$ cat src/tcp_rto_pkg.sv
package tcp_rto_pkg;

  // event kinds carried in the request tuser
  typedef enum logic [1:0] {
    FUNC_RTT_SAMPLE  = 2'd0,
    FUNC_DATA_TMO    = 2'd1,
    FUNC_SYN_TMO     = 2'd2,
    FUNC_CLR_BACKOFF = 2'd3
  } func_t;

  // configuration register indexes
  localparam logic [1:0] CFG_RTO_MIN   = 2'd0;
  localparam logic [1:0] CFG_SYN_RTO   = 2'd1;
  localparam logic [1:0] CFG_SYN_LIMIT = 2'd2;

  // configuration reset values
  localparam logic [39:0] RTO_MIN_RST   = 40'd200000000;
  localparam logic [39:0] SYN_RTO_RST   = 40'd1000000000;
  localparam logic [4:0]  SYN_LIMIT_RST = 5'd5;

  // fixed field widths
  localparam int unsigned CFG_W    = 40;
  localparam int unsigned RTO_W    = 48;
  localparam int unsigned TMO_W    = 64;
  localparam int unsigned BACKOFF_W = 6;

  // base rto ceiling for raising the backoff (60 s)
  localparam logic [47:0] RTO_CAP_NS = 48'd60000000000;
  localparam logic [47:0] RTO_MAX    = {48{1'b1}};
  localparam logic [5:0]  BACKOFF_MAX = 6'd63;

  // backoff increment that sticks at its top value
  function automatic logic [5:0] bump_sat(input logic [5:0] b);
    bump_sat = (b < BACKOFF_MAX) ? b + 6'd1 : b;
  endfunction

  // left shift that saturates to all ones when bits fall off the top
  function automatic logic [63:0] sat_shl(input logic [63:0] v, input logic [5:0] s);
    logic [63:0] shl;
    logic [63:0] back;
    shl  = v << s;
    back = shl >> s;
    sat_shl = (back != v) ? {64{1'b1}} : shl;
  endfunction

endpackage

$ cat src/tcp_rto_estimator_backoff_top.sv
// tcp retransmission timer with rtt estimation and exponential backoff, one connection
// request channel: in_tvalid / in_tready, event kind in in_tuser, event fields in in_tdata
// result channel: out_tvalid / out_tready, one result for every request accepted
// configuration: cfg_we with cfg_index and cfg_wdata, to be written by the user only
// while the block is idle (the block does not enforce this); a request is taken into
// an input register, and one pass of logic then updates srtt, rttvar, base rto and
// backoff and loads the result register
// throughput: one request per cycle while out_tready holds, set by the state update loop
// (srtt, rttvar, base rto and backoff feed back into the next request's pass)
// when the receiver stalls, the result register holds and the input register fills;
// in_tready drops only while both are occupied and out_tready is low
// reset (rst_n low, synchronous) clears the estimator state and backoff, empties both
// registers and restores the configuration defaults (rto min 200 ms, syn rto 1 s,
// syn retry limit 5)
module tcp_rto_estimator_backoff_top
  import tcp_rto_pkg::*;
#(
  parameter int unsigned TIME_BITS = 40
) (
  input  logic                  clk,
  input  logic                  rst_n,
  // request channel
  input  logic                  in_tvalid,
  output logic                  in_tready,
  // fields from bit 0: rtt_sample, seg_seq, seg_len, snd_una, unacked_left, syn_sent, pad
  input  logic [((TIME_BITS+82+7)/8)*8-1:0] in_tdata,
  // fields from bit 0: func
  input  logic [1:0]            in_tuser,
  // result channel
  output logic                  out_tvalid,
  input  logic                  out_tready,
  // fields from bit 0: rto_ns, next_timeout_ns, retransmit, rearm, give_up,
  // backoff_count, sample_used, pad
  output logic [127:0]          out_tdata,
  // configuration write port
  input  logic                  cfg_we,
  input  logic [1:0]            cfg_index,
  input  logic [CFG_W-1:0]      cfg_wdata
);

  localparam int unsigned IN_W = ((TIME_BITS + 82 + 7) / 8) * 8;
  localparam int unsigned SUMW = ((TIME_BITS > RTO_W) ? TIME_BITS : RTO_W) + 1;
  localparam int unsigned SEQ_LO = TIME_BITS;
  localparam int unsigned LEN_LO = TIME_BITS + 32;
  localparam int unsigned UNA_LO = TIME_BITS + 48;
  localparam int unsigned UNACK_B = TIME_BITS + 80;
  localparam int unsigned SYN_B   = TIME_BITS + 81;

  // configuration registers
  logic [CFG_W-1:0] rto_min_r;
  logic [CFG_W-1:0] syn_rto_r;
  logic [4:0]       syn_limit_r;

  // estimator state
  logic [TIME_BITS-1:0] srtt_r, srtt_nxt;
  logic [TIME_BITS-1:0] rttvar_r, rttvar_nxt;
  logic [RTO_W-1:0]     base_rto_r, base_rto_nxt;
  logic [5:0]           backoff_r, backoff_nxt;

  // input register
  logic                 in_full_r;
  logic [IN_W-1:0]      in_data_r;
  logic [1:0]           in_user_r;

  // result register
  logic                 out_full_r;
  logic [RTO_W-1:0]     res_rto_r;
  logic [TMO_W-1:0]     res_tmo_r, res_tmo_nxt;
  logic                 res_retx_r, res_retx_nxt;
  logic                 res_rearm_r, res_rearm_nxt;
  logic                 res_quit_r, res_quit_nxt;
  logic [5:0]           res_backoff_r;
  logic                 res_used_r, res_used_nxt;

  // handshake
  logic in_fire;
  logic pass_fire;

  // unpacked fields of the held request
  logic [TIME_BITS-1:0] rtt;
  logic [31:0]          seg_seq;
  logic [15:0]          seg_len;
  logic [31:0]          snd_una;
  logic                 unacked_left;
  logic                 syn_sent;
  func_t                func;

  // estimator datapath
  logic [TIME_BITS-1:0] rtt_diff;
  logic [TIME_BITS+1:0] var_sum;
  logic [TIME_BITS+2:0] srtt_sum;
  logic [TIME_BITS-1:0] smp_srtt;
  logic [TIME_BITS-1:0] smp_var;
  logic [SUMW-1:0]      var_w;
  logic [SUMW-1:0]      rto_sum;
  logic [RTO_W-1:0]     rto_raw;
  logic [RTO_W-1:0]     smp_rto;

  // timeout datapath
  logic [31:0] seg_last;
  logic [31:0] una_dist;
  logic        data_retx;
  logic [5:0]  bo_step1;
  logic [5:0]  bo_step2;
  logic        syn_quit;

  assign pass_fire = in_full_r && (!out_full_r || out_tready);
  assign in_tready = !in_full_r || pass_fire;
  assign in_fire   = in_tvalid && in_tready;

  assign rtt          = in_data_r[TIME_BITS-1:0];
  assign seg_seq      = in_data_r[SEQ_LO+31:SEQ_LO];
  assign seg_len      = in_data_r[LEN_LO+15:LEN_LO];
  assign snd_una      = in_data_r[UNA_LO+31:UNA_LO];
  assign unacked_left = in_data_r[UNACK_B];
  assign syn_sent     = in_data_r[SYN_B];
  assign func         = func_t'(in_user_r);

  // rtt sample: first sample or rfc 6298 smoothing, exact floor
  always_comb begin
    rtt_diff = (srtt_r >= rtt) ? srtt_r - rtt : rtt - srtt_r;
    var_sum  = {1'b0, rttvar_r, 1'b0} + {2'b00, rttvar_r} + {2'b00, rtt_diff};
    srtt_sum = {srtt_r, 3'b000} - {3'b000, srtt_r} + {3'b000, rtt};
    if (srtt_r == '0) begin
      smp_srtt = rtt;
      smp_var  = rtt >> 1;
    end else begin
      smp_srtt = srtt_sum[TIME_BITS+2:3];
      smp_var  = var_sum[TIME_BITS+1:2];
    end
  end

  // base rto = srtt + 4 * rttvar, saturated to 48 bits, floored at rto min
  always_comb begin
    var_w   = SUMW'(smp_var);
    rto_sum = SUMW'(smp_srtt) + (var_w << 2);
    if (var_w > SUMW'(RTO_MAX >> 2)) begin
      rto_raw = RTO_MAX;
    end else if (rto_sum > SUMW'(RTO_MAX)) begin
      rto_raw = RTO_MAX;
    end else begin
      rto_raw = rto_sum[RTO_W-1:0];
    end
    smp_rto = (rto_raw < RTO_W'(rto_min_r)) ? RTO_W'(rto_min_r) : rto_raw;
  end

  // data timeout: retransmit when snd_una has not passed the segment's last byte
  always_comb begin
    seg_last  = seg_seq + {16'd0, seg_len} - 32'd1;
    una_dist  = snd_una - seg_last;
    data_retx = (una_dist == 32'd0) || una_dist[31];
    bo_step1  = (base_rto_r < RTO_CAP_NS) ? bump_sat(backoff_r) : backoff_r;
    bo_step2  = data_retx ? bump_sat(bo_step1) : bo_step1;
  end

  // syn timeout gives up once the retry budget is spent
  assign syn_quit = (syn_limit_r == 5'd0) ||
                    ({1'b0, backoff_r} + 7'd1 >= {2'b00, syn_limit_r});

  // next state and result for the held request
  always_comb begin
    srtt_nxt      = srtt_r;
    rttvar_nxt    = rttvar_r;
    base_rto_nxt  = base_rto_r;
    backoff_nxt   = backoff_r;
    res_tmo_nxt   = '0;
    res_retx_nxt  = 1'b0;
    res_rearm_nxt = 1'b0;
    res_quit_nxt  = 1'b0;
    res_used_nxt  = 1'b0;
    case (func)
      FUNC_RTT_SAMPLE: begin
        if (!rtt[TIME_BITS-1] && (backoff_r == 6'd0)) begin
          srtt_nxt     = smp_srtt;
          rttvar_nxt   = smp_var;
          base_rto_nxt = smp_rto;
          res_used_nxt = 1'b1;
        end
      end
      FUNC_DATA_TMO: begin
        backoff_nxt  = bo_step2;
        res_retx_nxt = data_retx;
        if (unacked_left) begin
          res_rearm_nxt = 1'b1;
          res_tmo_nxt   = sat_shl(TMO_W'(base_rto_r), bo_step2);
        end
      end
      FUNC_SYN_TMO: begin
        if (syn_sent) begin
          if (syn_quit) begin
            res_quit_nxt = 1'b1;
          end else begin
            backoff_nxt   = bump_sat(backoff_r);
            res_retx_nxt  = 1'b1;
            res_rearm_nxt = 1'b1;
            res_tmo_nxt   = sat_shl(TMO_W'(syn_rto_r), bump_sat(backoff_r));
          end
        end
      end
      FUNC_CLR_BACKOFF: begin
        backoff_nxt = 6'd0;
      end
      default: begin
        backoff_nxt = backoff_r;
      end
    endcase
  end

  // configuration writes
  always_ff @(posedge clk) begin
    if (!rst_n) begin
      rto_min_r   <= RTO_MIN_RST;
      syn_rto_r   <= SYN_RTO_RST;
      syn_limit_r <= SYN_LIMIT_RST;
    end else if (cfg_we) begin
      case (cfg_index)
        CFG_RTO_MIN:   rto_min_r   <= cfg_wdata;
        CFG_SYN_RTO:   syn_rto_r   <= cfg_wdata;
        CFG_SYN_LIMIT: syn_limit_r <= cfg_wdata[4:0];
        default: begin
          rto_min_r <= rto_min_r;
        end
      endcase
    end
  end

  // input register
  always_ff @(posedge clk) begin
    if (!rst_n) begin
      in_full_r <= 1'b0;
    end else if (in_fire) begin
      in_full_r <= 1'b1;
    end else if (pass_fire) begin
      in_full_r <= 1'b0;
    end
  end

  always_ff @(posedge clk) begin
    if (in_fire) begin
      in_data_r <= in_tdata;
      in_user_r <= in_tuser;
    end
  end

  // estimator state update
  always_ff @(posedge clk) begin
    if (!rst_n) begin
      srtt_r     <= '0;
      rttvar_r   <= '0;
      base_rto_r <= '0;
      backoff_r  <= '0;
    end else if (pass_fire) begin
      srtt_r     <= srtt_nxt;
      rttvar_r   <= rttvar_nxt;
      base_rto_r <= base_rto_nxt;
      backoff_r  <= backoff_nxt;
    end
  end

  // result register
  always_ff @(posedge clk) begin
    if (!rst_n) begin
      out_full_r <= 1'b0;
    end else if (pass_fire) begin
      out_full_r <= 1'b1;
    end else if (out_tready) begin
      out_full_r <= 1'b0;
    end
  end

  always_ff @(posedge clk) begin
    if (pass_fire) begin
      res_rto_r     <= base_rto_nxt;
      res_tmo_r     <= res_tmo_nxt;
      res_retx_r    <= res_retx_nxt;
      res_rearm_r   <= res_rearm_nxt;
      res_quit_r    <= res_quit_nxt;
      res_backoff_r <= backoff_nxt;
      res_used_r    <= res_used_nxt;
    end
  end

  assign out_tvalid = out_full_r;
  assign out_tdata  = {6'd0, res_used_r, res_backoff_r, res_quit_r, res_rearm_r,
                       res_retx_r, res_tmo_r, res_rto_r};

`ifndef NO_ASSERTIONS
  // a result that gives up never asks for a resend or a restart
  a_quit_alone: assert property (@(posedge clk) disable iff (!rst_n)
    out_full_r && res_quit_r |-> !res_retx_r && !res_rearm_r)
    else $error("give_up together with retransmit or rearm");

  // timeout is zero whenever the timer is not re-armed
  a_tmo_zero: assert property (@(posedge clk) disable iff (!rst_n)
    out_full_r && !res_rearm_r |-> res_tmo_r == '0)
    else $error("non-zero timeout without rearm");

  // karn's rule: a used sample implies no backoff
  a_karn: assert property (@(posedge clk) disable iff (!rst_n)
    out_full_r && res_used_r |-> res_backoff_r == 6'd0)
    else $error("sample used while backed off");

  // the request side only stalls behind a waiting result
  a_stall_cause: assert property (@(posedge clk) disable iff (!rst_n)
    !in_tready |-> out_full_r && in_full_r && !out_tready)
    else $error("request stalled without a blocked result");

  // result register reflects the state it just wrote
  a_res_state: assert property (@(posedge clk) disable iff (!rst_n)
    pass_fire |=> res_backoff_r == backoff_r && res_rto_r == base_rto_r)
    else $error("result does not match updated state");
`endif

endmodule

$ cat config.mk
export PLATFORM = sky130hd
export DESIGN_NAME = tcp_rto_estimator_backoff_top
export DESIGN_NICKNAME = d
export VERILOG_FILES = /design/src/tcp_rto_pkg.sv /design/src/tcp_rto_estimator_backoff_top.sv
export SDC_FILE = /design/constraint.sdc
export NUM_CORES = 2
export LEC_CHECK = 0
export BUFFER_PORTS_ARGS = -buffer_cell sky130_fd_sc_hd__buf_2
export CORE_UTILIZATION = 55
export CTS_BUF_LIST = sky130_fd_sc_hd__clkbuf_2
export DETAILED_ROUTE_END_ITERATION = 7
export GPL_TIMING_DRIVEN = 0
export PLACE_DENSITY = 0.75
export SLEW_MARGIN = 15
export SYNTH_ARGS = -nofsm -noshare
export SYNTH_HDL_FRONTEND = slang
export SYNTH_SLANG_ARGS = --single-unit
$ cat constraint.sdc
create_clock -name clk -period 11.5 [get_ports clk]
set_input_delay 1.15 -clock clk [delete_from_list [all_inputs] [get_ports clk]]
set_output_delay 1.15 -clock clk [all_outputs]
set_load 0.05 [all_outputs]
==> results of run 1 <==
-- cell families after synthesis --
family	count (synthesis)
xor+xnor	159
fa+ha+maj	423
buf+inv	892
simple gates	2172
other cells	1
mux	573
flops	467
compound gates	2108
-- synthesized netlist by cell type, drive strengths merged (28+ instances only) --
library cell / n
ha: 326
dfxtp: 221
xor2: 40
nor3: 151
o21ai: 448
edfxtp: 246
o221ai: 37
o31ai: 36
a21o: 110
a211oi: 103
a41oi: 69
mux2i: 457
inv: 377
a22oi: 40
a221oi: 69
nand2b: 28
mux4: 55
fa: 97
nor2: 604
buf: 181
nand3: 208
o211ai: 96
o21a: 102
and3: 47
a31oi: 60
a21oi: 540
nor4: 45
clkbuf: 325
o22ai: 92
xnor2: 119
mux2: 61
nand4: 89
and2: 40
o21bai: 45
nand2: 814
or3: 38
nor2b: 35
-- metrics by stage --
stage | worst slack (ps) | setup TNS, ps
after CTS | -1160 | -79700
after global placement | -3890 | -344320
after detailed placement | -4190 | -306260
after floorplan | 27.4 | 0
-- per-layer routing --
metal	overflow	GRT usage, %
met2	70	90.5
met5	0	27.2
met4	82	71.5
met3	3	60.9
met1	5	77.7
-- repair_timing --
item,4_1_cts
hold endpoints to repair,209
endpoints found under the setup margin,153
resized for setup,283
pin swaps,88
cloned,2
hold buffers,164
setup buffers,68
==> results_dict.tcl, run 1 <==
set metrics [dict create \
    status "did not finish" \
    stop_stage "global routing" \
    error_line "[ERROR GRT-0232] Routing congestion too high. Check the congestion heatmap in the GUI." \
    grt_usage_pct 75.4 \
    die_width_um 315 \
    yosysTopAreaCell "edfxtp_1" \
    pin_count 307 \
    synth_edf_count 246 \
    ys.flop_type "edfxtp_1" \
    endpoint_type "register input" \
    synth_top_area_share_pct 13.7 \
    synthArstFlopShare_pct 0 \
    yosys-top-cells-area "edfxtp_1 (14%), mux2i_1 (8.4%), dfxtp_1 (8.2%)" \
    htreeDepth 3 \
    rows 114 \
    muxShareOfSynthArea_pct 12.1 \
    synth-seq-cells 467 \
    cts_sinks 467 \
    syn_area_um2 54000 \
    root_buffer "clkbuf_2" \
    synth_compound_area_share_pct 26.7 \
    cts_buffers 117 \
    dpl.hpwl_um 224000 \
    die_h_um 315 \
    ys_warn_count 0 \
    clk_path_buf_depth 3 \
    grt_max_degree 68 \
    dpl.cell_count 8385 \
    crit_endpoint "res_rto_r[0]$_DFFE_PP_/D" \
    avgSynthCellArea_um2 7.95 \
    synth_fa_ha_area_share_pct 11.1 \
    start_util_pct 55.7 \
    port_buffers 293 \
    synthCells 6795 \
    synth_top_family_by_area "compound AO/OA/AOI/OAI gates" \
    yosys.area_share.simple_pct 18.1 \
    overflow 160 \
    ys_types 129 \
    ys_seq_area_share_pct 21.9 \
    place_area_um2 57600 \
    globalplace.congestion 1.25 \
    synth_xor_area_share_pct 2.68 \
]
==> run 2, diff against run 1 <==
Settings changed: CORE_UTILIZATION 55 to 40, CTS_BUF_LIST sky130_fd_sc_hd__clkbuf_2 to not set, PLACE_DENSITY 0.75 to not set, PLACE_DENSITY_LB_ADDON set to 0.15.
Clock period 11.5 ns to 14.95 ns, I/O delays scaled along.
==> run 2 against run 1 <==
Net effect:
- the flow now finishes, with violations (DRC, capacitance limit)
- synthesized area is the same
- synthesized cell count is the same
==> results_dict.tcl, run 2 <==
set metrics [dict create \
    ys_top_cells_by_count "nand2_1 (813), nor2_1 (600), a21oi_1 (536), mux2i_1 (453), o21ai_0 (432)" \
    cp_max_fo 10 \
    syn_area_um2 54000 \
    instances_no_fill 9014 \
    mostFrequentLayoutCells "nand2_1 (813), nor2_1 (596), a21oi_1 (522), mux2i_1 (440), o21ai_0 (424)" \
    fmax_mhz 69.3 \
    yosys.area_share.simple_pct 18.1 \
    grt_pass1_vias 56700 \
    initialDrtViolationCount 8215 \
    worst_hold_slack_ps 462 \
    final_area_um2 60700 \
    final_layout_size_suffix_gt1_share_pct 12.7 \
    dpl.hpwl_um 251000 \
    status "finished with violations" \
    p_sw_share_pct 54.9 \
    cts_buffers 57 \
    cts_sinks 467 \
    htreeDepth 2 \
    fin_nets 7789 \
    die_area_um2 137000 \
    synthArstFlopShare_pct 0 \
    synth_fa_ha_area_share_pct 11.1 \
    place_area_um2 58300 \
    synth_top_area_share_pct 13.7 \
    die_width_um 369 \
    yosysMostFrequentCell "nand2_1" \
    tritoncts "yes" \
    globalplace.congestion 1.17 \
    viasPerCell 6.64 \
    largest_reg_flops 122 \
    fin_crit_sh_pct 96.5 \
    power.density_nw_per_um2 151 \
    path_delay_family "compound AO/OA/AOI/OAI gates" \
    synth_top_family_by_area "compound AO/OA/AOI/OAI gates" \
    hold_path_class "flip-flop to flip-flop" \
    synth-seq-cells 467 \
    ys_seq_area_share_pct 21.9 \
    fin_crit_ps 14430 \
    ys_types 129 \
    setup_viol_count_final 0 \
    grt_pass1_wl_um 429000 \
    clockPowerShare_pct 16.3 \
    clock_skew_ps 53.6 \
    drc 57 \
    cp.arrival_ps 14860 \
    synth_edf_count 246 \
    fin_ws_ps 523 \
    startpoint_type "flip-flop" \
    root_buffer "clkbuf_16" \
    syn2layout_area_growth_pct 12.3 \
    tns_ps 0 \
    synthCells 6795 \
    synth_xor_area_share_pct 2.68 \
    grt_max_degree 66 \
    worst_pin_slew_ps 1440 \
    rows 134 \
    vias 59800 \
    required_ps 15380 \
    crit_slowest_cell "fa_1" \
    synth_compound_area_share_pct 26.7 \
    place_ws_ps -2660 \
    clk_path_buf_depth 3 \
    largest-register "in_data_r" \
    die_h_um 369 \
    power_mw 9.14 \
    utilization_pct 45.3 \
    drtAntennaViolNets 0 \
    overflow 0 \
    wirelength_um 310000 \
    grt_usage_pct 43.9 \
    criticalPathCategory "flip-flop to flip-flop" \
    ys_warn_count 0 \
    pwr-share-seq_pct 16.4 \
    path_clk_slew_ps 70 \
    core_um2 134000 \
    maxCapViolCount 1 \
    port_buffers 293 \
    cpPeakStageDelay_ps 520 \
    ys.flop_type "edfxtp_1" \
    final_common_cell "nand2_1" \
    routedWlPerCell_um 34.4 \
    endpoint_kind "flip-flop" \
    pin_count 307 \
    muxShareOfSynthArea_pct 12.1 \
    yosysTopAreaCell "edfxtp_1" \
    yosys-top-cells-area "edfxtp_1 (14%), mux2i_1 (8.4%), dfxtp_1 (8.2%)" \
    violations "DRC, capacitance limit" \
    power_leakage_nw 24.4 \
    dpl.cell_count 8893 \
    hold_buffers 0 \
    clk-insertion-delay-late_ps 720 \
    start_util_pct 40.4 \
    ir_drop_v 0.000112 \
    reg_top3 "in_data_r: 122 flops, res_tmo_r: 64 flops" \
    switching_power_mw 5.02 \
    drt_pass1_iterations 8 \
    p_comb_share_pct 67.3 \
    avgSynthCellArea_um2 7.95 \
    p_int_mw 4.13 \
    timing.final.max_slew_violations 0 \
    hold_viol_final 0 \
    path_buf_inv 6 \
    path_common_cell "a21oi_1" \
    antenna_found_initial 22 \
    slew_headroom_pct 1.40 \
]
run 2: cell counts after synthesis:
Identical to the previous run, type by type.
run 2: power groups by stage:
| stage | clock network (mW) | registers (mW) | logic, mW |
|---|---|---|---|
| 2_1_floorplan | 0 | 1.59 | 3.51 |
| 6_report | 1.49 | 1.50 | 6.15 |
| 3_5_place_dp | 0 | 1.52 | 5.66 |
| 5_1_grt | 1.55 | 1.50 | 6.38 |
| 3_3_place_gp | 0 | 1.53 | 5.64 |
| 4_1_cts | 1.51 | 1.50 | 5.80 |
run 2: kinds of logic after synthesis:
kind of cell | Yosys count
multiplexers | 573
buffers and inverters | 892
XOR/XNOR | 159
other | 1
flip-flops | 467
adder cells (fa/ha/maj) | 423
AO/OA/AOI/OAI | 2108
AND/OR/NAND/NOR | 2172
run 2: final cells by class:
class / instances / area (um^2)
inverters: 379 / 1420
fillers: 13600 / 73100
plain buffers: 512 / 2620
repair buffers: 331 / 1880
well taps: 1768 / 2210
clock inverters: 40 / 444
flip-flops and latches: 467 / 11800
diodes: 8 / 20.0
multi-input cells: 5441 / 38700
clock buffers: 68 / 1530
run 2: final timing paths:
path | start | end | slack (ps) | depth (start not counted)
worst min-delay path | rto_min_r[38] | rto_min_r[38] | 460 | 2
worst min register to register | rto_min_r[38] | rto_min_r[38] | 460 | 2
worst max-delay path | srtt_r[0] | res_rto_r[14] | 520 | 68
worst max register to register | srtt_r[0] | res_rto_r[14] | 520 | 68
run 2: what timing repair did:
| item | CTS | global route |
|---|---|---|
| resized for setup | 57 | 39 |
| endpoints found under the setup margin | 80 | 80 |
| buffers inserted | 0 | 3 |
| cloned | 0 | 0 |
| pin swaps | 1 | 7 |
run 2: metal layers:
metal	vias to the layer above	part of all wire, %	track usage (%)
met3	1038	11	11.8
li1	25900	-	-
met2	3913	42	65.9
met4	12	8.8	32.3
met1	29000	39	53.8
met5	-	0.034	0
run 2: worst reg2reg max path: cells and delay by family, from the launching register on:
kind                     cells  cell delay (ps)
XOR/XNOR                     2              510
multiplexers                 1              200
AND/OR/NAND/NOR             17             2500
AO/OA/AOI/OAI               36             7370
flip-flops                   1              330
buffers and inverters        6             1180
adder cells (fa/ha/maj)      6             2090
Power figures use the tool's default switching activity.
